### src/rtl/affine_texture_sampler_unit_assert.svh
// Assertion macros for the affine texture sampler unit.
`ifndef AFFINE_TEXTURE_SAMPLER_UNIT_ASSERT_SVH
`define AFFINE_TEXTURE_SAMPLER_UNIT_ASSERT_SVH

// Check that cond, sampled at an edge, implies result after the delay
// given by n. The check is off while rst is high.
`define ATS_ASSERT_AFTER(label, clk, rst, cond, n, result, msg) \
   label: assert property (@(posedge clk) disable iff (rst) (cond) |-> ##n (result)) \
      else $error(msg);

// Check that cond implies result at the same edge. The check is off while rst is high.
`define ATS_ASSERT_NOW(label, clk, rst, cond, result, msg) \
   label: assert property (@(posedge clk) disable iff (rst) (cond) |-> (result)) \
      else $error(msg);

`endif

### src/rtl/ats_pkg.sv
// Shared constants and types for the affine texture sampler.
`timescale 1ns / 1ps

package ats_pkg;

   localparam int TEX_W       = 16;
   localparam int TEX_H       = 16;
   localparam int COEF_FRAC   = 10;
   localparam int COL_BITS    = $clog2(TEX_W);
   localparam int ROW_BITS    = $clog2(TEX_H);

   localparam int STORE_DEPTH = 256;
   localparam int ADDR_W      = $clog2(STORE_DEPTH);
   localparam int TEXEL_W     = 8;
   localparam int COEF_W      = 18;
   localparam int PIX_W       = 11;
   localparam int CENTER_W    = 8;
   localparam int DELTA_W     = PIX_W + 1;
   localparam int PROD_W      = COEF_W + DELTA_W;
   localparam int SUM_W       = PROD_W + 2;

   localparam int CSR_INDEX_W = 3;
   localparam int CSR_DATA_W  = COEF_W;

   localparam logic KIND_RENDER = 1'b0;
   localparam logic KIND_WRITE  = 1'b1;

   typedef enum logic [CSR_INDEX_W-1:0] {
      CSR_COEF_COS        = 3'd0,
      CSR_COEF_SIN        = 3'd1,
      CSR_SCREEN_CENTER_X = 3'd2,
      CSR_SCREEN_CENTER_Y = 3'd3,
      CSR_TEX_CENTER_X    = 3'd4,
      CSR_TEX_CENTER_Y    = 3'd5
   } csr_index_type;

   typedef struct packed {
      logic signed [COEF_W-1:0] coef_cos;
      logic signed [COEF_W-1:0] coef_sin;
      logic [PIX_W-1:0]         screen_center_x;
      logic [PIX_W-1:0]         screen_center_y;
      logic [CENTER_W-1:0]      tex_center_x;
      logic [CENTER_W-1:0]      tex_center_y;
   } ats_cfg_type;

   typedef struct packed {
      logic               valid;
      logic               write;
      logic [ADDR_W-1:0]  addr;
      logic [TEXEL_W-1:0] data;
   } mem_op_type;

endpackage

### src/rtl/ats_coord_pipe.sv
// Coordinate pipeline: screen pixel to texture store address, four stages.
`timescale 1ns / 1ps

module ats_coord_pipe import ats_pkg::*; (
   input  logic               clock,
   input  logic               reset,
   input  logic               accept,
   input  logic               kind,
   input  logic [PIX_W-1:0]   pixel_x,
   input  logic [PIX_W-1:0]   pixel_y,
   input  logic [ADDR_W-1:0]  texel_addr,
   input  logic [TEXEL_W-1:0] texel_value,
   input  ats_cfg_type        cfg,
   output mem_op_type         mem_op
);

   // Truncate toward zero (the caller adds the half), keep the low bits (true modulo).
   function automatic logic [CENTER_W-1:0] wrap_coord(input logic signed [SUM_W-1:0] t);
      logic signed [SUM_W-1:0] fl;
      logic                    corr;
      fl   = t >>> (COEF_FRAC + 1);
      corr = t[SUM_W-1] & (|t[COEF_FRAC:0]);
      return fl[CENTER_W-1:0] + {{(CENTER_W-1){1'b0}}, corr};
   endfunction

   // stage A: offsets from screen center
   logic                      a_valid_ff, a_valid_in;
   logic                      a_write_ff;
   logic signed [DELTA_W-1:0] a_dx_ff, a_dx_in;
   logic signed [DELTA_W-1:0] a_dy_ff, a_dy_in;
   logic [ADDR_W-1:0]         a_addr_ff;
   logic [TEXEL_W-1:0]        a_data_ff;

   // stage B: products
   logic                     b_valid_ff;
   logic                     b_write_ff;
   logic signed [PROD_W-1:0] b_adx_ff, b_adx_in;
   logic signed [PROD_W-1:0] b_bdy_ff, b_bdy_in;
   logic signed [PROD_W-1:0] b_bdx_ff, b_bdx_in;
   logic signed [PROD_W-1:0] b_ady_ff, b_ady_in;
   logic [ADDR_W-1:0]        b_addr_ff;
   logic [TEXEL_W-1:0]       b_data_ff;

   // stage C: texture coordinates in half-texel-fraction units
   logic                    c_valid_ff;
   logic                    c_write_ff;
   logic signed [SUM_W-1:0] c_tu_ff, c_tu_in;
   logic signed [SUM_W-1:0] c_tv_ff, c_tv_in;
   logic [ADDR_W-1:0]       c_addr_ff;
   logic [TEXEL_W-1:0]      c_data_ff;

   // stage D: store access
   mem_op_type op_ff, op_in;

   logic signed [SUM_W-1:0]      ext_adx, ext_bdy, ext_bdx, ext_ady;
   logic [SUM_W-1:0]             ctr_u, ctr_v, half;
   logic [CENTER_W-1:0]          col_wide, row_wide;
   logic [ROW_BITS+COL_BITS-1:0] row_col;

   always_comb begin
      a_valid_in = accept;
      a_dx_in    = $signed({1'b0, pixel_x} - {1'b0, cfg.screen_center_x});
      a_dy_in    = $signed({1'b0, pixel_y} - {1'b0, cfg.screen_center_y});

      b_adx_in = cfg.coef_cos * a_dx_ff;
      b_bdy_in = cfg.coef_sin * a_dy_ff;
      b_bdx_in = cfg.coef_sin * a_dx_ff;
      b_ady_in = cfg.coef_cos * a_dy_ff;

      ext_adx = SUM_W'(b_adx_ff);
      ext_bdy = SUM_W'(b_bdy_ff);
      ext_bdx = SUM_W'(b_bdx_ff);
      ext_ady = SUM_W'(b_ady_ff);
      half    = SUM_W'(1) << COEF_FRAC;
      ctr_u   = SUM_W'({cfg.tex_center_x, {(COEF_FRAC + 1){1'b0}}}) + half;
      ctr_v   = SUM_W'({cfg.tex_center_y, {(COEF_FRAC + 1){1'b0}}}) + half;
      c_tu_in = ext_adx + (ext_bdy <<< 1) + $signed(ctr_u);
      c_tv_in = (ext_ady <<< 1) - ext_bdx + $signed(ctr_v);

      col_wide = wrap_coord(c_tu_ff);
      row_wide = wrap_coord(c_tv_ff);
      row_col  = {row_wide[ROW_BITS-1:0], col_wide[COL_BITS-1:0]};

      op_in.valid = c_valid_ff;
      op_in.write = c_write_ff;
      op_in.data  = c_data_ff;
      op_in.addr  = c_write_ff ? c_addr_ff : ADDR_W'(row_col);
   end

   always_ff @(posedge clock) begin
      if (reset) begin
         a_valid_ff     <= 1'b0;
         b_valid_ff     <= 1'b0;
         c_valid_ff     <= 1'b0;
         op_ff.valid    <= 1'b0;
      end else begin
         a_valid_ff     <= a_valid_in;
         b_valid_ff     <= a_valid_ff;
         c_valid_ff     <= b_valid_ff;
         op_ff          <= op_in;
      end
   end

   always_ff @(posedge clock) begin
      a_write_ff <= (kind == KIND_WRITE);
      a_dx_ff    <= a_dx_in;
      a_dy_ff    <= a_dy_in;
      a_addr_ff  <= texel_addr;
      a_data_ff  <= texel_value;

      b_write_ff <= a_write_ff;
      b_adx_ff   <= b_adx_in;
      b_bdy_ff   <= b_bdy_in;
      b_bdx_ff   <= b_bdx_in;
      b_ady_ff   <= b_ady_in;
      b_addr_ff  <= a_addr_ff;
      b_data_ff  <= a_data_ff;

      c_write_ff <= b_write_ff;
      c_tu_ff    <= c_tu_in;
      c_tv_ff    <= c_tv_in;
      c_addr_ff  <= b_addr_ff;
      c_data_ff  <= b_data_ff;
   end

   assign mem_op = op_ff;

endmodule

### src/rtl/ats_texture_ram.sv
// Texture store: one write or one registered read per cycle.
`timescale 1ns / 1ps

module ats_texture_ram import ats_pkg::*; (
   input  logic               clock,
   input  logic               reset,
   input  mem_op_type         mem_op,
   output logic               rd_valid,
   output logic [TEXEL_W-1:0] rd_data
);

   logic [TEXEL_W-1:0] store_ff [STORE_DEPTH];
   logic               rd_valid_ff;
   logic [TEXEL_W-1:0] rd_data_ff;

   always_ff @(posedge clock) begin
      if (mem_op.valid && mem_op.write) begin
         store_ff[mem_op.addr] <= mem_op.data;
      end
      rd_data_ff <= store_ff[mem_op.addr];
   end

   always_ff @(posedge clock) begin
      if (reset) begin
         rd_valid_ff <= 1'b0;
      end else begin
         rd_valid_ff <= mem_op.valid && !mem_op.write;
      end
   end

   assign rd_valid = rd_valid_ff;
   assign rd_data  = rd_data_ff;

endmodule

### src/rtl/affine_texture_sampler_unit.sv
// Top level of the rotate-and-zoom affine texture sampler.
`timescale 1ns / 1ps
`include "affine_texture_sampler_unit_assert.svh"

// Rotate-and-zoom texture sampler. Drive start with req_kind = 1 to store
// req_texel_value at req_texel_addr, or with req_kind = 0 to render the
// screen pixel (req_pixel_x, req_pixel_y); busy is low except during reset,
// so a transaction can be issued every clock. Each render transaction
// returns one texel on rsp_texel_out with rsp_strobe high for one cycle,
// after the pipeline and the store read; write transactions return nothing.
// There is no way to stall the response side, so capture the strobe when
// it comes. Transactions complete in issue order, and a texel write takes
// effect for every render issued after it. Throughput is one transaction
// per clock, set by the single port of the texture store, which each
// transaction uses once (write or read) in the last pipeline stage. The
// pipeline has four stages ahead of the store: offset from the screen
// center, the four coefficient products, the two coordinate sums, and
// rounding and wrapping into a store address. Load the csr_ registers only
// while no transaction is in flight; the pipeline reads them live. A
// texel that was never written reads back as an unknown value.

module affine_texture_sampler_unit import ats_pkg::*; (
   input  logic                   clock,
   input  logic                   reset,
   input  logic                   start,
   output logic                   busy,
   input  logic                   req_kind,
   input  logic [PIX_W-1:0]       req_pixel_x,
   input  logic [PIX_W-1:0]       req_pixel_y,
   input  logic [ADDR_W-1:0]      req_texel_addr,
   input  logic [TEXEL_W-1:0]     req_texel_value,
   output logic                   rsp_strobe,
   output logic [TEXEL_W-1:0]     rsp_texel_out,
   input  logic                   csr_we,
   input  logic [CSR_INDEX_W-1:0] csr_index,
   input  logic [CSR_DATA_W-1:0]  csr_wdata
);

   ats_cfg_type cfg_ff, cfg_in;
   mem_op_type  mem_op;
   logic        accept;

   // Take a transaction on any cycle outside reset.
   assign busy   = reset;
   assign accept = start && !busy;

   // Register writes; an index past the list leaves everything alone.
   always_comb begin
      cfg_in = cfg_ff;
      if (csr_we) begin
         case (csr_index)
            CSR_COEF_COS:        cfg_in.coef_cos        = $signed(csr_wdata[COEF_W-1:0]);
            CSR_COEF_SIN:        cfg_in.coef_sin        = $signed(csr_wdata[COEF_W-1:0]);
            CSR_SCREEN_CENTER_X: cfg_in.screen_center_x = csr_wdata[PIX_W-1:0];
            CSR_SCREEN_CENTER_Y: cfg_in.screen_center_y = csr_wdata[PIX_W-1:0];
            CSR_TEX_CENTER_X:    cfg_in.tex_center_x    = csr_wdata[CENTER_W-1:0];
            CSR_TEX_CENTER_Y:    cfg_in.tex_center_y    = csr_wdata[CENTER_W-1:0];
            default:             cfg_in                 = cfg_ff;
         endcase
      end
   end

   // Reset to unit zoom, no rotation, texture center at (8, 8).
   always_ff @(posedge clock) begin
      if (reset) begin
         cfg_ff.coef_cos        <= COEF_W'(1 << COEF_FRAC);
         cfg_ff.coef_sin        <= '0;
         cfg_ff.screen_center_x <= '0;
         cfg_ff.screen_center_y <= '0;
         cfg_ff.tex_center_x    <= CENTER_W'(8);
         cfg_ff.tex_center_y    <= CENTER_W'(8);
      end else begin
         cfg_ff <= cfg_in;
      end
   end

   // Advance each transaction through the coordinate stages.
   ats_coord_pipe u_coord_pipe (
      .clock       (clock),
      .reset       (reset),
      .accept      (accept),
      .kind        (req_kind),
      .pixel_x     (req_pixel_x),
      .pixel_y     (req_pixel_y),
      .texel_addr  (req_texel_addr),
      .texel_value (req_texel_value),
      .cfg         (cfg_ff),
      .mem_op      (mem_op)
   );

   // Write or read the texture store; a read drives the response strobe.
   ats_texture_ram u_texture_ram (
      .clock    (clock),
      .reset    (reset),
      .mem_op   (mem_op),
      .rd_valid (rsp_strobe),
      .rd_data  (rsp_texel_out)
   );

   // A render transaction is answered with a response strobe.
   `ATS_ASSERT_AFTER(a_render_latency, clock, reset, accept && req_kind == KIND_RENDER, 5, rsp_strobe, "render transaction without response")
   // A texel write never produces a response.
   `ATS_ASSERT_AFTER(a_write_silent, clock, reset, accept && req_kind == KIND_WRITE, 5, !rsp_strobe, "write transaction produced a response")
   // A store access in flight always came from an accepted transaction.
   `ATS_ASSERT_NOW(a_op_origin, clock, reset, mem_op.valid, $past(accept, 4), "store access without a transaction")

endmodule

### config.mk
export PLATFORM = sky130hd
export DESIGN_NAME = affine_texture_sampler_unit
export DESIGN_NICKNAME = d
export VERILOG_FILES = /design/src/rtl/ats_pkg.sv /design/src/rtl/ats_coord_pipe.sv /design/src/rtl/ats_texture_ram.sv /design/src/rtl/affine_texture_sampler_unit.sv
export VERILOG_INCLUDE_DIRS = /design/src /design/src/rtl
export SDC_FILE = /design/constraint.sdc
export NUM_CORES = 2
export LEC_CHECK = 0
export BUFFER_PORTS_ARGS = -buffer_cell sky130_fd_sc_hd__buf_2
export CAP_MARGIN = 20
export CORE_MARGIN = 2
export CORE_UTILIZATION = 60
export CTS_BUF_LIST = sky130_fd_sc_hd__clkbuf_8
export CTS_CLUSTER_DIAMETER = 50
export CTS_CLUSTER_SIZE = 25
export DETAILED_ROUTE_END_ITERATION = 12
export GPL_ROUTABILITY_DRIVEN = 0
export PLACE_DENSITY_LB_ADDON = 0.1
export SKIP_LAST_GASP = 1
export SYNTH_ARGS = -nofsm -noshare
export SYNTH_HDL_FRONTEND = slang
export SYNTH_SLANG_ARGS = --single-unit
### constraint.sdc
create_clock -name clock -period 6.2 [get_ports clock]
set_input_delay 0.31 -clock clock [delete_from_list [all_inputs] [get_ports clock]]
set_output_delay 0.31 -clock clock [all_outputs]
set_load 0.01 [all_outputs]
==> metrics.txt <==
final hold violations=0; Die Height=453 um; Final setup violation count=0; Tot Pwr=around 40 mW; max incr delay on CP=0.53 ns; CP dominant cell by count=fa_1; CTS Buffer Depth=3; largest cells by area after synthesis=edfxtp_1 (51%), fa_1 (13%), mux4_2 (12%); Setup Crit Path Kind=reg -> reg; CTS Root Cell=clkbuf_8; unrepaired setup endpoints after global routing=true; drt pass-1 iters=5; Rel. slew slack=about 18%; syn nets=9112; fin crit share=between 90 and 100%; hold_ws=approximately 0.15 ns; Top FF cell, synth=edfxtp_1; worst path cell trace=buf_12 -> nand2_1 -> fa_1 -> fa_1 -> inv_1 -> fa_1 -> fa_1 -> inv_1 -> fa_1 -> inv_1 -> ha_1 -> a21o_1 -> a21o_1 -> a21o_1 -> a221oi_2 -> o21ai_1 -> or3_1 -> a311o_1 -> a21oi_1 -> xnor2_1; Detail Placement HPWL=198000 um; gr usage total=29.2%; Slew Viols, Final=0; critical path arrival=roughly 6.9 ns; DR iter-0 viols=7739; top-count cell post-synth=edfxtp_1; IR drop worst, VDD=0.000289 V; Clock transition at path regs=0.10 ns; maxcap violations=0; worst-path fanout max=36; top cell type by total area after synthesis=edfxtp_1; wire per inst=26.8 um; initial core utilization=60.5%; WP buf/inv=4; vias in the first global route=slightly below 70000; Final nets=9325; Max Freq=167 MHz; Post-synth EDFFs=2065; worst setup margin=0.224 ns; I/O pin total=74; Top Family by Delay on Critical Path=adder cells; P per Cell Area=a little over 300 nW/um^2; vias per cell=6.09; Hold Path Class=in -> reg; Mapped Cells=7855; Ys Warns=0; syn avg cell area=15.4 um^2; setup_tns=0 ns; post-route ant nets=0; CP required=7.12 ns; largest net degree at the start of global routing=198; IO Port Bufs=73; insertion delay to the later sink of the worst-skew pair=1.03 ns; worst hold path depth=3; share of cells above drive strength 1=16.7%; die width=453 um; first-pass GRT wire length=~440000 um; post-synthesis cell area=~120000 um^2; Via Count=66400; initial antenna violation count=13; # rows=roughly 160; Yosys top cell area share=51.2%; worst-margin pin slew=~1.2 ns; Layout area overhead=8.49%; Core ar.=200000 um^2; CTS tree=yes; Setup Buffers After CTS=0; #FFs+latches synth=2379; DRC=0; Yosys cell types=64; P_leak=48.6 nW; worst slack, placed=roughly 0.029 ns; post-layout util=roughly 66%; Slowest-stage cell, CP=fa_1; gr ovfl total=0; CP Depth=20; clk sinks=2379; Worst Skew=0.102 ns; clock period minus worst slack=5.98 ns; critical path capture point type=register; sequential share of the synthesized area=a little under three fifths; H-tree depth=4; CP Launch Type=register; overall routed net length=292000 um; run status=finished clean; total CTS buffers=196; die area=205000 um^2; most common library cells after synthesis=edfxtp_1 (2065), inv_1 (1027), fa_1 (812), nand2_1 (734), mux4_2 (658); Reg2Reg Depth=20; asr flop ratio synth=0%
==> state kept, by name, indices dropped and copies added, names as in the netlist, 16 cells and up <==
register and count:
u_coord_pipe.b_bdx_ff 30, u_coord_pipe.c_tv_ff 16, u_coord_pipe.b_adx_ff 30, u_coord_pipe.mem_op 18, u_coord_pipe.b_bdy_ff 30, cfg_ff 74, u_texture_ram.store_ff 2048, u_coord_pipe.c_tu_ff 16
u_coord_pipe.b_ady_ff 30
==> worst paths after layout <==
| path | endpoint | slack, ns | startpoint |
|---|---|---|---|
| setup / recovery | u_coord_pipe.b_ady_ff[28] | 0.22 | u_coord_pipe.a_dy_ff[3] |
| hold / removal | u_coord_pipe.a_valid_ff | 0.15 | start |
| setup reg to reg | u_coord_pipe.b_ady_ff[28] | 0.22 | u_coord_pipe.a_dy_ff[3] |
| hold reg to reg | u_coord_pipe.b_write_ff | 0.31 | u_coord_pipe.a_write_ff |
==> layer usage <==
metal	part of all wire, %	track usage, %
met5	0.0044	0
met4	2.2	6.64
met3	9.3	5.21
met2	46	44.0
met1	42	45.1
==> metrics by stage <==
| step | instance area (um^2) | instances |
|---|---|---|
| global placement | 125000 | 10400 |
| global route | 131000 | 10900 |
| finish | 131000 | 10900 |
| CTS | 131000 | 10900 |
| detailed placement | 125000 | 10400 |
| floorplan | 121000 | 7855 |
==> cell usage in the layout, fill, tap and decap left out, drive strengths merged, types with 148 or more instances in the layout <==
master / Yosys / final
edfxtp: 2065 / 2065
dfxtp: 314 / 314
inv: 1027 / 1110
nand2: 734 / 734
a21oi: 148 / 148
mux4: 658 / 658
ha: 381 / 381
nor2: 403 / 403
and2: 295 / 295
buf: 96 / 303
fa: 812 / 812
clkbuf: 285 / 203
==> worst register-to-register path: stages (launching register included) <==
cell and delay, ns:
dfxtp_1 0.36, buf_12 0.23, nand2_1 0.16, fa_1 0.52, fa_1 0.53, inv_1 0.06
fa_1 0.51, fa_1 0.51, inv_1 0.05, fa_1 0.47, inv_1 0.04, ha_1 0.35
a21o_1 0.21, a21o_1 0.17, a21o_1 0.22, a221oi_2 0.31, o21ai_1 0.16, or3_1 0.38
a311o_1 0.33, a21oi_1 0.19, xnor2_1 0.14
==> report_power, final <==
part | internal (mW) | leakage [nW] | switching (mW)
Combinational | 5.23 | 25.0 | 6.41
Clock | 4.02 | 2.43 | 6.11
Sequential | 17.8 | 21.2 | 0.341
==> cell families after synthesis <==
logic type,after synthesis,share of synthesized area [%]
simple gates,1638,6.06
xor+xnor,152,1.10
fa+ha+maj,1193,17.4
compound gates,413,2.16
buf+inv,1408,4.50
mux,672,12.4
flops,2379,56.4
==> what timing repair did <==
item / CTS / global route
hold buffers: 92 / 0
setup endpoints to repair: 0 / 19
resized for setup: 0 / 24
endpoints found under the hold margin: 116 / 0
==> cell type report <==
type	count	area, um^2
fill	14000	68800
sequential	2379	68300
multi-input combinational	4068	47400
inverter	1027	3850
timing repair buffer	396	3620
tap	2656	3320
clock buffer	202	2780
clock inverter	169	2010
antenna	8	20.0
No activity file was read; power rests on OpenSTA's default activity.
